--- config.mk ---
export PLATFORM = sky130hd
export DESIGN_NAME = sapc_seq
export DESIGN_NICKNAME = d
export VERILOG_FILES = /design/src/hdl/sapc_pkg.sv /design/src/hdl/sapc_seq.sv
export SDC_FILE = /design/constraint.sdc
export NUM_CORES = 1
export LEC_CHECK = 0
export BUFFER_PORTS_ARGS = -buffer_cell sky130_fd_sc_hd__buf_2
export CAP_MARGIN = 20
export CORE_MARGIN = 4
export CORE_UTILIZATION = 49
export CTS_CLUSTER_SIZE = 10
export DETAILED_ROUTE_END_ITERATION = 8
export PLACE_DENSITY_LB_ADDON = 0.12
export RECOVER_POWER = 100
export SYNTH_ARGS = -nofsm -noshare
export SYNTH_HDL_FRONTEND = slang
export SYNTH_SLANG_ARGS = --single-unit
--- constraint.sdc ---
create_clock -name clk -period 2.19 [get_ports clk]
set_clock_uncertainty 0.1 [all_clocks]
set_input_delay 0.1095 -clock clk [delete_from_list [all_inputs] [get_ports clk]]
set_output_delay 0.1095 -clock clk [all_outputs]
set_load 0.005 [all_outputs]
--- src/hdl/sapc_pkg.sv ---
// sapc_pkg: shared constants, control word and status types, and the microcode
// program of the sensor average / polynomial calibration block
// depends on nothing; every other file of the block uses it by scoped names
`default_nettype none

package sapc_pkg;

  // default configuration
  localparam int NUM_CHANNELS_DEF = 10;
  localparam int WINDOW_DEF       = 5;
  localparam int NUM_COEFFS       = 6;

  // field widths
  localparam int CH_W   = 4;
  localparam int RAW_W  = 16;
  localparam int IDX_W  = 3;
  localparam int COEF_W = 32;
  localparam int VOLT_W = 19;
  localparam int FRAC_W = 16;

  // horner accumulator and its split for the shared multiplier
  localparam int ACC_W  = 48;
  localparam int HALF_W = ACC_W / 2;

  localparam int VOLT_MAX   = 327680;
  localparam int ROUND_HALF = 32768;

  localparam logic signed [COEF_W-1:0] DISP_MAX = 32'sh7FFF_FFFF;
  localparam logic signed [COEF_W-1:0] DISP_MIN = 32'sh8000_0000;

  // request kinds
  localparam logic REQ_SAMPLE = 1'b0;
  localparam logic REQ_COEFF  = 1'b1;

  // sequencer
  localparam int PC_W  = 4;
  localparam int CNT_W = 5;

  typedef enum logic [3:0] {
    OP_NOP,
    OP_FETCH,
    OP_UPDATE,
    OP_PREP,
    OP_DIV,
    OP_LOADC,
    OP_MUL_LO,
    OP_MUL_HI,
    OP_ACC,
    OP_EMIT
  } op_t;

  typedef enum logic [1:0] {
    COND_NONE,
    COND_NO_START,
    COND_LOOP,
    COND_OUT_BUSY
  } cond_t;

  typedef struct packed {
    op_t              op;
    cond_t            cond;
    logic [PC_W-1:0]  target;
    logic             cnt_load;
    logic [CNT_W-1:0] cnt_init;
    logic             last;
  } ctrl_t;

  typedef struct packed {
    logic start;
    logic out_busy;
  } status_t;

  localparam logic [PC_W-1:0] STEP_FETCH  = 4'd0;
  localparam logic [PC_W-1:0] STEP_UPDATE = 4'd1;
  localparam logic [PC_W-1:0] STEP_PREP   = 4'd2;
  localparam logic [PC_W-1:0] STEP_DIV    = 4'd3;
  localparam logic [PC_W-1:0] STEP_LOADC  = 4'd4;
  localparam logic [PC_W-1:0] STEP_MUL_LO = 4'd5;
  localparam logic [PC_W-1:0] STEP_MUL_HI = 4'd6;
  localparam logic [PC_W-1:0] STEP_ACC    = 4'd7;
  localparam logic [PC_W-1:0] STEP_EMIT   = 4'd8;
  localparam logic [PC_W-1:0] LAST_STEP   = STEP_EMIT;

  // loop counts minus one: one quotient bit per divide step, five horner steps
  localparam logic [CNT_W-1:0] DIV_ITERS_M1    = CNT_W'(VOLT_W - 1);
  localparam logic [CNT_W-1:0] HORNER_ITERS_M1 = CNT_W'(NUM_COEFFS - 2);

  // control store
  function automatic ctrl_t ucode(input logic [PC_W-1:0] pc);
    ctrl_t w;
    w.op       = OP_NOP;
    w.cond     = COND_NONE;
    w.target   = STEP_FETCH;
    w.cnt_load = 1'b0;
    w.cnt_init = '0;
    w.last     = 1'b0;
    case (pc)
      STEP_FETCH: begin
        w.op     = OP_FETCH;
        w.cond   = COND_NO_START;
        w.target = STEP_FETCH;
      end
      STEP_UPDATE: begin
        w.op = OP_UPDATE;
      end
      STEP_PREP: begin
        w.op       = OP_PREP;
        w.cnt_load = 1'b1;
        w.cnt_init = DIV_ITERS_M1;
      end
      STEP_DIV: begin
        w.op     = OP_DIV;
        w.cond   = COND_LOOP;
        w.target = STEP_DIV;
      end
      STEP_LOADC: begin
        w.op       = OP_LOADC;
        w.cnt_load = 1'b1;
        w.cnt_init = HORNER_ITERS_M1;
      end
      STEP_MUL_LO: begin
        w.op = OP_MUL_LO;
      end
      STEP_MUL_HI: begin
        w.op = OP_MUL_HI;
      end
      STEP_ACC: begin
        w.op     = OP_ACC;
        w.cond   = COND_LOOP;
        w.target = STEP_MUL_LO;
      end
      STEP_EMIT: begin
        w.op     = OP_EMIT;
        w.cond   = COND_OUT_BUSY;
        w.target = STEP_EMIT;
        w.last   = 1'b1;
      end
      default: begin
        w.last = 1'b1;
      end
    endcase
    return w;
  endfunction

endpackage

`default_nettype wire

--- src/hdl/sapc_seq.sv ---
// sapc_seq: step counter, loop counter and control store lookup
// depends on sapc_pkg for the program and the control and status types
`default_nettype none

module sapc_seq (
  input  logic                clk,
  input  logic                rst,
  input  sapc_pkg::status_t   status,
  output sapc_pkg::ctrl_t     ctrl
);

  logic [sapc_pkg::PC_W-1:0]  pc;
  logic [sapc_pkg::PC_W-1:0]  pc_next;
  logic [sapc_pkg::CNT_W-1:0] cnt;
  logic [sapc_pkg::CNT_W-1:0] cnt_next;
  logic                       jump;

  assign ctrl = sapc_pkg::ucode(pc);

  always_comb begin
    case (ctrl.cond)
      sapc_pkg::COND_NO_START: jump = !status.start;
      sapc_pkg::COND_LOOP:     jump = (cnt != '0);
      sapc_pkg::COND_OUT_BUSY: jump = status.out_busy;
      default:                 jump = 1'b0;
    endcase

    if (jump) begin
      pc_next = ctrl.target;
    end else if (ctrl.last) begin
      pc_next = sapc_pkg::STEP_FETCH;
    end else begin
      pc_next = pc + 1'b1;
    end

    if (ctrl.cnt_load) begin
      cnt_next = ctrl.cnt_init;
    end else if (ctrl.cond == sapc_pkg::COND_LOOP) begin
      cnt_next = cnt - 1'b1;
    end else begin
      cnt_next = cnt;
    end
  end

  always_ff @(posedge clk) begin
    if (rst) begin
      pc  <= sapc_pkg::STEP_FETCH;
      cnt <= '0;
    end else begin
      pc  <= pc_next;
      cnt <= cnt_next;
    end
  end

`ifndef SYNTH
  a_pc_range: assert property (@(posedge clk) disable iff (rst)
    pc <= sapc_pkg::LAST_STEP)
    else $error("step counter left the program");

  a_start_goes_update: assert property (@(posedge clk) disable iff (rst)
    status.start |=> pc == sapc_pkg::STEP_UPDATE)
    else $error("accepted sample did not enter the window update");
`endif

endmodule

`default_nettype wire

* After elaboration in Yosys (flattened, before gate mapping) *
Index checks and enable logic that the tools add are counted.

cells by class
  $add $sub $neg = 2
  eq/ne operators = 11
  multiplexer cells = 9
  reductions and logical operators = 5

operator list
  operator                                                               count
  4-bit one-hot mux with 9 select lines                                  1
  6-bit one-hot mux with 4 select lines                                  1
  4-bit by 3-bit equality test with 1-bit output, second input constant  4
  6-bit one-hot mux with 2 select lines                                  1
  5-bit two-way mux                                                      2
  4-bit by 2-bit equality test with 1-bit output, second input constant  2
  4-bit two-way mux                                                      2
  8-bit OR reduction                                                     1
  5-bit nonzero test                                                     1
  5-bit by 1-bit subtractor with 5-bit output, second input constant     1
  4-bit by 1-bit adder with 4-bit output, second input constant          1
  2-bit equality test, second input constant                             2
  4-bit by 1-bit equality test with 1-bit output, second input constant  1
  4-bit equality test, second input constant                             1
  4-bit logical NOT                                                      1
  1-bit one-hot mux with 3 select lines                                  1
  2-bit by 1-bit equality test with 1-bit output, second input constant  1
  2-bit nonzero test                                                     1
  1-bit logical NOT                                                      1
  1-bit two-way mux                                                      1

storage, ports and cells
  register bits = 9
  word-level logic and storage cells = 29

* Longest topological paths before layout *
  depth in word-level cells = 5
  depth in mapped cells = 7
  gate-level depth less buffers = 7

* Least setup slack after synthesis *
Ideal clock, no wire load.

  path type = reg-to-reg
  start point = register pc[0] (netlist bit)
  end point = register cnt[4] (netlist bit)
  library setup time = 63 ps
  data arrival time = 1737 ps
  setup slack = 290 ps
  cell stages (with the launch flop) = 8
  path buffers = 1
  period minus slack after synthesis = 1900 ps
  cells stage by stage = dfxtp_1 -> inv_1 -> ha_1 -> and3b_1 -> clkbuf_2 -> or3_1 -> or4_1 -> nand3_1

between the ends
  word-level cells in the longest chain between the ends = 4

RTL lines
  element                                      RTL line        source
  from (decl)                                  sapc_seq.sv:12  logic [sapc_pkg::PC_W-1:0] pc;
  from (signal assigned)                       sapc_seq.sv:47  pc <= sapc_pkg::STEP_FETCH;
  from (signal assigned)                       sapc_seq.sv:50  pc <= pc_next;
  4-bit equality test (tied with other cells)  sapc_pkg.sv:97  case (pc)
  6-bit one-hot mux with 4 select lines        sapc_pkg.sv:97
  2-bit equality test                          sapc_seq.sv:38  end else if (ctrl.cond == sapc_pkg::COND_LOOP) begin
  2-bit nonzero test (no source line)          n/a
  to (signal assigned)                         sapc_seq.sv:51  cnt <= cnt_next;
  to (decl)                                    sapc_seq.sv:14  logic [sapc_pkg::CNT_W-1:0] cnt;

Several ways; a longest one is shown, not always the timed one.
A chain may end at the register's enable or synchronous reset.

* Worst setup path in the final report *
Same ends and word-level chain as after synthesis.

==> results_dict.tcl <==
set metrics [dict create \
    synth_edf_count 0 \
    hp-class "primary input to flop" \
    netlist_area_um2 686.9 \
    ys_seq_area_share_pct 26.23 \
    p_leak_nw 0.3684 \
    die_x_um 45.44 \
    layout-drive-gt1-share_pct 14.41 \
    post_drt_wl_per_cell_um 13.60 \
    htreeDepth 1 \
    status "completed" \
    syn_inst 92 \
    fin_crit_sh_pct 89.30 \
    cap_viol_max_count 0 \
    ir_drop_uv 377.4 \
    layout_setup_ws_ps 234.4 \
    yosys_most_used_dff "dfxtp_1" \
    firstDrtPassIters 4 \
    totalWireLength_um 1714 \
    worstPathArrival_ps 2070 \
    clock_latency_ps 270 \
    antenna_found_initial 0 \
    tightest_slew_ps 620.1 \
    port_buffers 18 \
    slew_headroom_pct 58.08 \
    first_iter_violations 19 \
    async_flop_share_pct 0 \
    cts_tree "done" \
    hold_buffers 0 \
    ios 21 \
    finalMaxSlewViolations 0 \
    worstSetupPathType "flop to flop" \
    grt_pass1_wl_um 2794 \
    post-place-ws_ps 244.7 \
    fmax_mhz 511.4 \
    vias 707 \
    root_buffer "clkbuf_4" \
    start_util_pct 52.14 \
    num_antenna_cells 0 \
    end_kind "flop" \
    cts_buffers 3 \
    dieArea_um2 2065 \
    vias_per_cell 5.611 \
    grt_pass1_vias 643 \
    grt-ovfl-total 0 \
    yosysUniqueCellTypes 30 \
    numClockSinks 9 \
    gp_congestion 0.8623 \
    antenna_left 0 \
    dp_hpwl_um 1265 \
    rsz0062_at_grt "no" \
    post-cts-setup-buffers 0 \
    final_nets 122 \
    grt_start_max_net_pins 13 \
    synth_seq_cells 9 \
    startpoint_type "flop" \
    synth_warnings 0 \
    critPathRequiredTime_ps 2300 \
    period_needed_ps 1956 \
    fin_cells 126 \
    placementRows 13 \
    dp_cells 122 \
    fin_tns_setup_ps 0 \
    drc 0 \
    die_h_um 45.44 \
    core-area_um2 1318 \
    cts_buffer_depth 2 \
    setup_viol 0 \
    cts_resized 0 \
    syn_avg_cell_area_um2 7.466 \
    p_per_area_nw_per_um2 609.5 \
    finalHoldViolations 0 \
    gr-usage-all-layers_pct 18.88 \
    syn_to_final_growth_pct 16.21 \
    worstPathMaxFanout 6 \
    clk_pin_slew_worst_paths_ps 60 \
]
flip-flops by register name (all words and copies together) (netlist names):
name and flops:
cnt 5, pc 4
path summary, 6_finish.rpt:
| check | start | depth (start not counted) | end | slack [ps] |
|---|---|---|---|---|
| worst max register to register | pc[0] | 6 | cnt[4] | 230 |
| worst min-delay path | status[0] | 3 | pc[3] | 60 |
| worst max-delay path | pc[0] | 6 | cnt[4] | 230 |
| worst min register to register | pc[1] | 2 | pc[3] | 440 |
cell usage in the layout (no fill, tap or decap), drive strengths merged:
cell type / instances
nand3: 5
nor3: 7
o32ai: 1
nor4: 2
or2: 1
xnor2: 1
and3b: 1
conb: 2
or4: 1
xor2: 1
o21ai: 4
nor4b: 2
nor3b: 3
and2: 1
a2bb2oi: 1
nand2b: 4
nand2: 6
a21oi: 4
nor2: 5
or3: 2
buf: 13
a221o: 1
inv: 11
dfxtp: 9
clkbuf: 12
ha: 6
mux2i: 2
a211oi: 1
o31ai: 2
per-layer routing:
layer	share of wire [%]	track usage, %	wire length, µm
met1	41	21.88	706
met2	50	28.13	864
met3	5.8	7.905	99
met4	2.6	12.28	44
met5	0	0	0
worst max-delay path: stages, from the launching register on:
cell and delay [ps]:
dfxtp_1 410, inv_1 90, ha_1 270, and3b_1 250, or3_1 300, or4_1 400, nand3_1 90
final cells by class:
class                   count  area (µm²)
fillers                   145       519.2
multi-input cells          66       430.4
flip-flops and latches      9       180.2
repair buffers             21       101.3
inverters                  11       41.29
clock buffers               4       26.28
well taps                  15       18.77
Yosys cell counts (2+ instances only):
master / instances / area [µm²]
nor3b_1: 3 / 22.52
o31ai_1: 2 / 15.01
nand2b_1: 4 / 25.02
nand3_1: 5 / 25.02
nor2_1: 5 / 18.77
nor3_1: 7 / 35.03
a21oi_1: 4 / 20.02
buf_4: 3 / 22.52
inv_1: 11 / 41.29
nand2_1: 6 / 22.52
nor4b_1: 2 / 17.52
clkbuf_1: 3 / 11.26
nor4_1: 2 / 12.51
o21ai_0: 4 / 20.02
ha_1: 6 / 75.07
mux2i_1: 2 / 20.02
dfxtp_1: 9 / 180.2
or3_1: 2 / 12.51
cell families after synthesis:
logic type	after synthesis	share of synthesized area [%]
AOI/OAI and AO/OA	14	13.12
and+or+nand+nor	40	32.06
muxes	2	2.915
DFF	9	26.23
other	1	0.5459
buffers and inverters	18	11.66
xor gates and xnor gates	2	2.551
adders and majority gates	6	10.93
power breakdown:
group	switching, W	internal, W	leakage (nW)
Clock	0.0000587	0.0000703	0.0150
Combinational	0.0000985	0.0000691	0.280
Sequential	0.0000136	0.000176	0.0731
metrics by stage:
stage	hold WS, ps	util [%]	instance area (µm²)	total power, W
2_1_floorplan	186.5	-	690.7	0.0003097
3_3_place_gp	334.4	59.45	783.3	0.0003603
3_5_place_dp	324.7	59.45	783.3	0.0003620
4_1_cts	45.24	61.44	809.5	0.0004974
5_1_grt	58.32	60.59	798.3	0.0005226
6_report	55.42	60.59	798.3	0.0004865
(Power assumes the default switching activity.)
